--- src/rtl/rsz_pkg.sv ---
// ----------------------------------------------------------------------------
// rsz_pkg
// Shared types, codes and a saturating add helper for the report size table and its cells.
// ----------------------------------------------------------------------------
package rsz_pkg;

	localparam int RSZ_TABLE_ENTRIES = 32;

	localparam int KIND_W   = 2;
	localparam int ID_W     = 8;
	localparam int TYPE_W   = 2;
	localparam int KEY_W    = ID_W + TYPE_W;
	localparam int SIZE_W   = 16;
	localparam int IDX_W    = 5;
	localparam int BYTES_W  = 14;
	localparam int COUNT_W  = 6;
	localparam int BYTE_RND = 7;

	localparam logic [KIND_W-1:0] KIND_ADD = 2'd0;
	localparam logic [KIND_W-1:0] KIND_KEY = 2'd1;
	localparam logic [KIND_W-1:0] KIND_IDX = 2'd2;
	localparam logic [KIND_W-1:0] KIND_NOP = 2'd3;

	localparam logic [SIZE_W-1:0] SIZE_MAX = {SIZE_W{1'b1}};

	// Item travelling down the row of cells.
	typedef struct packed {
		logic                valid;
		logic [KIND_W-1:0]   kind;
		logic [KEY_W-1:0]    key;
		logic [SIZE_W-1:0]   inc;
		logic [IDX_W-1:0]    idx;
		logic                found;
		logic                appended;
		logic [SIZE_W-1:0]   bits;
		logic [ID_W-1:0]     hit_id;
	} token_t;

	function automatic logic [SIZE_W-1:0] sat_add(input logic [SIZE_W-1:0] a,
		input logic [SIZE_W-1:0] b);
		logic [SIZE_W:0] sum;
		sum = {1'b0, a} + {1'b0, b};
		return sum[SIZE_W] ? SIZE_MAX : sum[SIZE_W-1:0];
	endfunction

endpackage

--- src/rtl/rsz_cell.sv ---
// ----------------------------------------------------------------------------
// rsz_cell
// One table entry: holds a key and its bit size, and checks or updates it as
// an item passes through on its way to the next cell.
// ----------------------------------------------------------------------------
module rsz_cell #(
	parameter int CELL_IDX = 0,
	parameter int CNT_W    = 6
) (
	input  logic                 clk,
	input  logic                 arst_n,
	input  logic                 adv,
	input  logic [CNT_W-1:0]     entry_total,
	input  rsz_pkg::token_t      tok_in,
	output rsz_pkg::token_t      tok_out
);
	import rsz_pkg::*;

	localparam logic [CNT_W-1:0] MY_POS = CNT_W'(CELL_IDX);
	localparam bit IDX_REACH = CELL_IDX < (1 << IDX_W);
	localparam logic [IDX_W-1:0] MY_IDX = IDX_W'(CELL_IDX);

	logic [KEY_W-1:0]  key_q;
	logic [SIZE_W-1:0] size_q;
	token_t            tok_q;
	token_t            tok_n;

	logic occupied;
	logic is_tail;
	logic settled;
	logic key_hit;
	logic do_append;
	logic idx_hit;
	logic do_write;
	logic [SIZE_W-1:0] new_size;

	assign occupied  = MY_POS < entry_total;
	assign is_tail   = MY_POS == entry_total;
	assign settled   = tok_in.found || tok_in.appended;
	assign key_hit   = tok_in.valid && occupied && !settled && (key_q == tok_in.key)
		&& (tok_in.kind == KIND_ADD || tok_in.kind == KIND_KEY);
	assign do_append = tok_in.valid && !settled && is_tail && (tok_in.kind == KIND_ADD);
	assign idx_hit   = tok_in.valid && occupied && IDX_REACH && (tok_in.kind == KIND_IDX)
		&& (tok_in.idx == MY_IDX);
	// a new entry adds its increment to zero
	assign new_size  = sat_add(do_append ? '0 : size_q, tok_in.inc);
	assign do_write  = (key_hit && tok_in.kind == KIND_ADD) || do_append;

	always_comb begin
		tok_n = tok_in;
		if (key_hit) begin
			tok_n.found = 1'b1;
			tok_n.bits  = (tok_in.kind == KIND_ADD) ? new_size : size_q;
		end
		if (do_append) begin
			tok_n.appended = 1'b1;
			tok_n.bits     = new_size;
		end
		if (idx_hit) begin
			tok_n.found  = 1'b1;
			tok_n.bits   = size_q;
			tok_n.hit_id = key_q[KEY_W-1:TYPE_W];
		end
	end

	always_ff @(posedge clk) begin
		if (adv && do_write) begin
			key_q  <= tok_in.key;
			size_q <= new_size;
		end
	end

	always_ff @(posedge clk or negedge arst_n) begin
		if (!arst_n) begin
			tok_q <= '0;
		end else if (adv) begin
			tok_q <= tok_n;
		end
	end

	assign tok_out = tok_q;

endmodule

--- config.mk ---
export PLATFORM = sky130hd
export DESIGN_NAME = rsz_cell
export DESIGN_NICKNAME = d
export VERILOG_FILES = /design/src/rtl/rsz_pkg.sv /design/src/rtl/rsz_cell.sv
export SDC_FILE = /design/constraint.sdc
export NUM_CORES = 1
export LEC_CHECK = 0
export ABC_AREA = 0
export BUFFER_PORTS_ARGS = -buffer_cell sky130_fd_sc_hd__buf_2
export CORE_MARGIN = 2
export CORE_UTILIZATION = 35
export DETAILED_ROUTE_END_ITERATION = 8
export GPL_TIMING_DRIVEN = 0
export HOLD_SLACK_MARGIN = 0.05
export PLACE_DENSITY_LB_ADDON = 0.05
export REMOVE_ABC_BUFFERS = 1
export SLEW_MARGIN = 40
export SYNTH_ARGS = -nofsm -noshare
export SYNTH_HDL_FRONTEND = slang
export SYNTH_SLANG_ARGS = --single-unit
export TNS_END_PERCENT = 30
--- constraint.sdc ---
create_clock -name clk -period 6.9 [get_ports clk]
set_input_delay 1.38 -clock clk [delete_from_list [all_inputs] [get_ports clk]]
set_output_delay 1.38 -clock clk [all_outputs]
set_load 0.01 [all_outputs]
==> results of run 1 <==
-- flip-flops by register name, summed over array words and instances (netlist names) --
signal / flops
size_q: 16
tok_out: 60
key_q: 10
-- kinds of logic (layout without fill, tap and decap cells) --
kind of cell	Yosys count	in the layout	share of synthesized area [%]
muxes	43	43	9.361
adders and majority gates	17	17	4.359
buffers and inverters	35	157	2.774
AOI/OAI and AO/OA	135	135	18.40
DFF	86	86	45.17
xor gates and xnor gates	20	20	3.467
and+or+nand+nor	159	159	16.47
-- worst min-delay path by stage --
| stage | from | end | slack (ns) | cells after the start |
|---|---|---|---|---|
| 2_1_floorplan | size_q[15] | tok_out[23] | 0.48 | 2 |
| 3_3_place_gp | tok_out[40] | tok_out[40] | 0.48 | 1 |
| 3_5_place_dp | tok_out[52] | tok_out[52] | 0.49 | 1 |
| 4_1_cts | tok_out[42] | tok_out[42] | 0.51 | 1 |
| 5_1_grt | tok_out[59] | tok_out[59] | 0.51 | 1 |
| 6_report | tok_out[42] | tok_out[42] | 0.50 | 1 |
-- critical path, delay by kind of cell --
family / cells / cell delay (ns)
AOI/OAI and AO/OA: 5 / 1.70
and+or+nand+nor: 4 / 1.56
adders and majority gates: 2 / 0.71
buffers and inverters: 1 / 0.10
-- area by class of cell --
class / instances / area share, %
multi-input combinational: 374 / 42.83
sequential: 86 / 36.49
timing repair buffer: 134 / 12.12
clock buffer: 12 / 3.781
tap: 180 / 3.601
clock inverter: 4 / 0.7602
inverter: 7 / 0.4201
-- power by group through the flow --
stage	clock [W]	sequential, W	combinational (W)
after floorplan	0	0.000603	0.0000997
after global placement	0	0.000585	0.000218
after detailed placement	0	0.000587	0.000225
after CTS	0.000500	0.000577	0.000226
after global routing	0.000519	0.000581	0.000249
final	0.000489	0.000577	0.000223
-- per-layer routing --
| layer | up-vias | share of wire [%] | GRT usage, % |
|---|---|---|---|
| met1 | 2086 | 44 | 24.96 |
| met3 | 21 | 5.4 | 4.396 |
| met5 | - | 0.083 | 0 |
| met4 | 2 | 2.0 | 9.270 |
| li1 | 2085 | - | - |
| met2 | 114 | 48 | 30.67 |
-- placed cells by master, fill, tap and decap left out, drive strengths merged, types with 5 or more instances in the layout --
cell type  netlist  final
o311ai          13     13
ha              16     16
a21oi           25     25
and2             5      5
xor2            11     11
inv              7      7
xnor2            9      9
clkbuf          20     12
edfxtp          26     26
dfrtp           60     60
mux2            34     34
nor4             8      8
o21bai           5      5
nor3b            6      6
nor2            41     41
nand2           40     40
o21a             6      6
nor2b           24     24
a21o             7      7
mux2i            9      9
nor3             7      7
a31oi           18     18
a211oi           9      9
buf              8    134
nand3            5      5
o21ai           27     27
-- metrics by stage --
stage               cells  util [%]  cell area (sq um)  hold slack, ns
finish                797     44.71               6255          0.4991
global route          797     44.71               6255          0.5099
CTS                   797     44.62               6242          0.5050
detailed placement    781     42.59               5958          0.4907
global placement      775     41.49               5804          0.4838
floorplan             467         -               4938          0.4840
==> flow_summary.toml, run 1 <==
[synth]
synth_top_cell_by_area = "dfrtp_1"
synth_top_area_share_pct = 29.72
ys_top_cells_by_count = "dfrtp_1, nor2_1, nand2_1"
ys_ff_latch = 86
synth_edf_count = 26
synth-seq-area-share_pct = 45.17
avgSynthCellArea_sq_um = 10.21
ys_top_cells_by_area = "dfrtp_1, edfxtp_1, mux2_2"
synthesis.instances = 495
synth_cell_types = 59
yosysWarningCount = 0
synth-main-ff-cell = "dfrtp_1"
async_reset_ff_share_pct = 69.77
synthMostInstantiatedCell = "dfrtp_1"
synthesis.area_sq_mm = 0.005052

[sta]
rsz0062_at_grt = "false"
period_needed_ns = 5.281
fmaxAchievable_ghz = 0.1894
hold_violations = 0
setup_viol = 0
maxSlewHeadroom_pct = 47.35
tightest_slew_ns = 0.7897
period_share_pct = 76.53
slew_violations = 0
fin_skew_ns = 0.006551
tns_ns = 0
fin_ws_ns = 1.619

[global_routing]
grt_pass1_wl_um = 22390
grt_pass1_vias = 4279
grt_max_degree = 73
grt_overflow = 0
antenna_found_initial = 1
grtUsageTotal_pct = 19.36

[clocking]
numCtsBuffers = 9
clk_latency_ns = 0.35
clockBufferDepth = 2
clkSinkCount = 86
clkTransAtPathRegs_ns = 0.06
root_buffer = "clkbuf_16"
cts_resized = 0
cts_tree = "yes"
cts_setup_buffers = 0
holdBufCountCts = 0
cts_max_level = 3

[hold_path]
hold_path.class = "flop to flop"

[placement]
dp_hpwl_um = 10230
routabilityCongestion = 0.8718
port-buffer-count = 128
dp_slack_ns = 1.280

[finish]
regArea_sq_mm = 0.002282
fillCellCount = 1384
n_antenna_cell = 0
area_growth_pct = 23.80
multi_input_area_sq_mm = 0.002679
drive_gt1_share_pct = 31.77
num-nets-final = 698

[route]
via_per_inst = 5.405
drt_iter0_markers = 191
wire_per_inst_um = 18.24
dr.pass1.iters = 4
drc = 0
drtAntennaViolNets = 0
vias = 4308
routed_wl_um = 14530

[critical_path]
regToRegSetupSlack_ns = 3.58
endpoint = "tok_out[13]"
crit_path_end_kind = "flop"
crit_fanout = 41
startpoint_type = "input pin"
max_stage_delay_ns = 0.70
path_class = "input pin to flop"
cpMaxStageDelayCell = "and4_4"
crit_required_ns = 7.13
crit_arrival_ns = 5.51
r2r_cells = 9
r2r-start = "size_q[0]"
r2r_end = "tok_out[13]"
path_cells = "buf_2 -> nor4_2 -> and4_4 -> nor2b_1 -> ha_1 -> fa_1 -> a211oi_1 -> o21ai_0 -> nand2_1 -> o21a_1 -> a31oi_1 -> o31a_1"
startpoint = "entry_total[1]"

[power]
p_sw_w = 0.0003469
pwr-share-clk_pct = 37.9
irDropWorstVdd_mv = 0.1076
seq_power_share_pct = 44.8
p_leak_nw = 2.622
pwr-share-comb_pct = 17.3
internal-power_w = 0.0009413
switching_share_pct = 26.93
total_power_w = 0.001288
pwr_density_cell_mw_per_mm2 = 206.0

[floorplanning]
rows = 43
io_pins = 129
start_util_pct = 36.12
die_area_sq_mm = 0.01541
core_sq_mm = 0.01399
dieHeight_um = 124.1
die_w_um = 124.1

[status]
status = "finished, final reports clean"

[job]
max-cap-violations = 0
(Power assumes the default switching activity.)
==> run 2, diff against run 1 <==
clock period = 4.71 ns   (was 6.9 ns; I/O delays follow)
==> run 2 against run 1 <==
  * Clock-buffer cell count stayed put
  * Critical path depth unchanged
  * First-iteration DRC count increased by 6.3%
  * Design area up 0.40%
  * Critical path type unchanged
==> flow_summary.toml, run 2 (synthesis results as in run 1) <==
[sta]
hold_violations = 0
period_share_pct = 93.87
slew_violations = 0
fin_skew_ns = 0.007118
tns_ns = 0
fmaxAchievable_ghz = 0.2262
setup_viol = 0
period_needed_ns = 4.421
maxSlewHeadroom_pct = 46.38
hold_slack_ns = 0.4558
fin_ws_ns = 0.2885
tightest_slew_ns = 0.8042
rsz0062_at_grt = "false"

[critical_path]
crit_path_end_kind = "flop"
path_cells = "buf_2 -> nor4_4 -> and4_4 -> nor2b_1 -> ha_1 -> fa_1 -> a211oi_1 -> o21ai_0 -> a211oi_1 -> mux2i_1 -> a311oi_1 -> o21ai_1"
r2r_cells = 9
crit_fanout = 21
path_class = "input pin to flop"
cpMaxStageDelayCell = "a211oi_1"
crit_required_ns = 4.93
regToRegSetupSlack_ns = 1.57
crit_arrival_ns = 4.65
max_stage_delay_ns = 0.57
startpoint_type = "input pin"
r2r_end = "tok_out[22]"
worst-path-buf-inv = 1
cp_top_family = "compound AO/OA/AOI/OAI gates"
cp_common_cell = "a211oi_1"
r2r-start = "size_q[0]"

[floorplanning]
die_area_sq_mm = 0.01541
io_pins = 129
rows = 43
core_sq_mm = 0.01399
start_util_pct = 36.12
dieHeight_um = 124.1
die_w_um = 124.1

[route]
routed_wl_um = 14840
vias = 4295
wire_per_inst_um = 18.59
drtAntennaViolNets = 0
drc = 0
drt_iter0_markers = 203
via_per_inst = 5.382
dr.pass1.iters = 4

[clocking]
cts_max_level = 3
cts_tree = "yes"
clkSinkCount = 86
root_buffer = "clkbuf_16"
numCtsBuffers = 9
holdBufCountCts = 0
clkTransAtPathRegs_ns = 0.06
clockBufferDepth = 2
clk_latency_ns = 0.35

[finish]
drive_gt1_share_pct = 32.20
largest_reg_flops = 60
num-nets-final = 699
fin_area_sq_mm = 0.006280
utilization_pct = 44.89
area_growth_pct = 24.29
mostFrequentLayoutCells = "buf_2, dfrtp_1, nor2_1"
layout_commonest_cell = "buf_2"
n_antenna_cell = 0

[global_routing]
antenna_found_initial = 1
grt_pass1_vias = 4286
grt_overflow = 0
grt_pass1_wl_um = 22420
grtUsageTotal_pct = 19.38
grt_max_degree = 73
grtUsageMet3_pct = 4.396
met2_usage_pct = 30.74
use_met1_pct = 24.96
grt.busiest_layer = "met2"

[placement]
dp_slack_ns = -0.4718
port-buffer-count = 128
place_area_sq_mm = 0.005958
dp_hpwl_um = 10230
routabilityCongestion = 0.8718

[power]
irDropWorstVdd_mv = 0.1567
pwr_density_cell_mw_per_mm2 = 300.4
p_leak_nw = 2.629

[hold_path]
hold_path.class = "input pin to asynchronous set/reset pin"

[status]
status = "finished, final reports clean"

[job]
max-cap-violations = 0
run 2: worst max-delay path by stage:
stage                   start           to  slack [ns]  cells past startpoint
6_report       entry_total[1]  tok_out[22]        0.29                     12
5_1_grt        entry_total[1]  tok_out[22]        0.05                     12
4_1_cts        entry_total[1]  tok_out[22]        0.08                     12
3_5_place_dp   entry_total[1]  tok_out[14]       -0.47                     12
3_3_place_gp   entry_total[1]   size_q[14]       -1.74                      5
2_1_floorplan  entry_total[1]  tok_out[13]        0.13                     11
run 2: power by group:
group | internal, W | switching, W
Clock | 0.000410 | 0.000302
Combinational | 0.000148 | 0.000181
Sequential | 0.000821 | 0.0000236
run 2: final cells by class:
cell class | instances | area (sq um)
timing repair buffer | 134 | 758.2
sequential | 86 | 2282
multi-input combinational | 375 | 2704
fill | 1381 | 7709
tap | 180 | 225.2
clock buffer | 12 | 236.5
clock inverter | 4 | 47.55
inverter | 7 | 26.28
run 2: stage by stage:
step / std cells / power, W
floorplan: 467 / 0.001030
global placement: 775 / 0.001176
detailed placement: 781 / 0.001190
CTS: 797 / 0.001910
global route: 798 / 0.001978
finish: 798 / 0.001886
run 2: repair_timing:
item / CTS / global route
endpoints found under the setup margin: 2 / 8
resized for setup: 1 / 2
buffers inserted: 0 / 0
cloned: 0 / 1
pin swaps: 0 / 1
run 2: metal layers:
layer  vias to the layer above  wire length, um
met4                         2              275
met3                        21              847
met5                         -               12
li1                       2092                -
met1                      2067             6570
met2                       113             7129
==> run 3, diff against run 2 <==
--- a/config.mk
+++ b/config.mk
@@ -8,4 +8,6 @@
 export ABC_AREA = 0
 export BUFFER_PORTS_ARGS = -buffer_cell sky130_fd_sc_hd__buf_2
+export CELL_PAD_IN_SITES_DETAIL_PLACEMENT = 0
+export CELL_PAD_IN_SITES_GLOBAL_PLACEMENT = 1
 export CORE_MARGIN = 2
 export CORE_UTILIZATION = 35
==> constraint.sdc (replaced) <==
create_clock -name clk -period 4.71 [get_ports clk]
set_input_delay 0.942 -clock clk [delete_from_list [all_inputs] [get_ports clk]]
set_output_delay 0.942 -clock clk [all_outputs]
set_load 0.05 [all_outputs]
==> run 3 against run 2 <==
  * Non-clock buffer count did not move
  * Design area fell by 0.18%
  * Critical endpoint is now tok_out[18]
  * Routed wire length rose by 1.3%
  * Largest power group unchanged
  * Largest cell class unchanged
==> flow_summary.toml, run 3 (synthesis results as in run 1) <==
[power]
pwr_density_cell_mw_per_mm2 = 325.5
p_leak_nw = 2.633
irDropWorstVdd_mv = 0.1833
total_power_w = 0.002041

[status]
status = "finished, final reports clean"

[critical_path]
crit_path_end_kind = "flop"
crit_required_ns = 4.92
path_class = "input pin to flop"
cp_top_family = "simple AND/OR/NAND/NOR gates"
crit_fanout = 21
startpoint_type = "input pin"
path_cells = "buf_2 -> nor4_4 -> and4_4 -> nor2b_1 -> ha_1 -> fa_1 -> a211oi_1 -> o21ai_0 -> nand2_1 -> o21ai_2 -> nor2_1 -> a31oi_1"
cpMaxStageDelayCell = "and4_4"
crit_arrival_ns = 4.60
max_stage_delay_ns = 0.55
worst-path-buf-inv = 1

[sta]
hold_violations = 0
period_needed_ns = 4.398
fmaxAchievable_ghz = 0.2274
setup_viol = 0
fin_skew_ns = 0.007777
tns_ns = 0
tightest_slew_ns = 0.8289
rsz0062_at_grt = "false"
period_share_pct = 93.37
slew_violations = 0
maxSlewHeadroom_pct = 44.49

[route]
via_per_inst = 5.470
drc = 0
dr.pass1.iters = 5
drt_iter0_markers = 249
routed_wl_um = 15030
vias = 4365
drtAntennaViolNets = 0
wire_per_inst_um = 18.84

[global_routing]
grtUsageTotal_pct = 19.69
grt_pass1_wl_um = 22910
grt_overflow = 0
grt_max_degree = 60
grt_pass1_vias = 4359
antenna_found_initial = 2

[finish]
fillCellCount = 1396
layout_commonest_cell = "buf_2"
num-nets-final = 699
mostFrequentLayoutCells = "buf_2, dfrtp_1, nor2_1"
area_growth_pct = 24.07
drive_gt1_share_pct = 32.69
n_antenna_cell = 0
largest_reg_flops = 60

[clocking]
cts_setup_buffers = 0
root_buffer = "clkbuf_16"
clockBufferDepth = 2
clk_latency_ns = 0.35
clkTransAtPathRegs_ns = 0.07
clkSinkCount = 86
numCtsBuffers = 9
cts_max_level = 3
cts_tree = "yes"

[floorplanning]
io_pins = 129
die_w_um = 124.1
start_util_pct = 36.12
rows = 43
die_area_sq_mm = 0.01541
core_sq_mm = 0.01399
dieHeight_um = 124.1

[job]
max-cap-violations = 0

[hold_path]
hold_path.class = "input pin to asynchronous set/reset pin"

[placement]
port-buffer-count = 128
dp_hpwl_um = 10370
routabilityCongestion = 0.8684
## run 3: cell count changes in the layout (fill, tap and decap cells not counted), sizes merged
cell,delta
inv,+2
clkinvlp,-1
clkbuf,-2
clkinv,+2
bufinv,-1
## run 3: cell type report
class | instances | area (sq um) | share of cell area (%)
Clock buffer | 10 | 250.2 | 3.992
Clock inverter | 6 | 42.54 | 0.6786
Inverter | 7 | 26.28 | 0.4192
Multi-Input combinational cell | 375 | 2691 | 42.93
Sequential cell | 86 | 2282 | 36.41
Tap cell | 180 | 225.2 | 3.593
Timing Repair Buffer | 134 | 750.7 | 11.98
## run 3: worst register-to-register path: cells and delay by family (launching register included)
family / cells / cell delay (ns)
simple gates: 3 / 0.78
compound gates: 4 / 1.05
flops: 1 / 0.39
fa+ha+maj: 2 / 0.69
## run 3: what timing repair did
item                                    in CTS  in global routing
endpoints found under the hold margin        0                  0
hold buffers                                 0                  0
endpoints found under the setup margin       2                 11
gates resized for setup                      1                  2
pin swaps                                    0                  1
gates cloned                                 0                  1
## run 3: worst paths after layout
check	slack, ns	start	cells after the start	end
min in group clk	0.50	tok_out[58]	1	tok_out[58]
setup / recovery	0.31	entry_total[1]	12	tok_out[18]
setup reg to reg	1.65	size_q[0]	9	tok_out[18]
hold / removal	0.49	arst_n	1	tok_out[38]
max in group asynchronous	3.68	arst_n	2	tok_out[14]
hold reg to reg	0.50	tok_out[58]	1	tok_out[58]
## run 3: power by group
group          internal, W  switching [W]  total [W]  leakage [nW]
registers         0.000821      0.0000233   0.000844         0.929
clock network     0.000392       0.000318   0.000710         0.148
logic             0.000148       0.000338   0.000486          1.56
total              0.00136       0.000680    0.00204          2.63
## run 3: through the flow
stage / util (%) / instance area [sq um] / hold WS, ns / worst slack [ns] / instances
global route: 44.81 / 6269 / 0.5051 / 0.09717 / 798
detailed placement: 42.54 / 5951 / 0.4895 / -0.4484 / 781
finish: 44.81 / 6269 / 0.4907 / 0.3122 / 798
CTS: 44.64 / 6245 / 0.4932 / 0.1327 / 797
floorplan: - / 4938 / 0.4840 / 0.1282 / 467
global placement: 41.49 / 5804 / 0.4840 / -1.732 / 775
## run 3: routing by layer
layer,GRT usage [%],vias to the layer above,part of all wire [%]
li1,-,2091,-
met1,24.94,2108,44
met2,32.92,146,48
met3,4.121,20,5.8
met4,7.584,0,1.7
met5,0,-,0
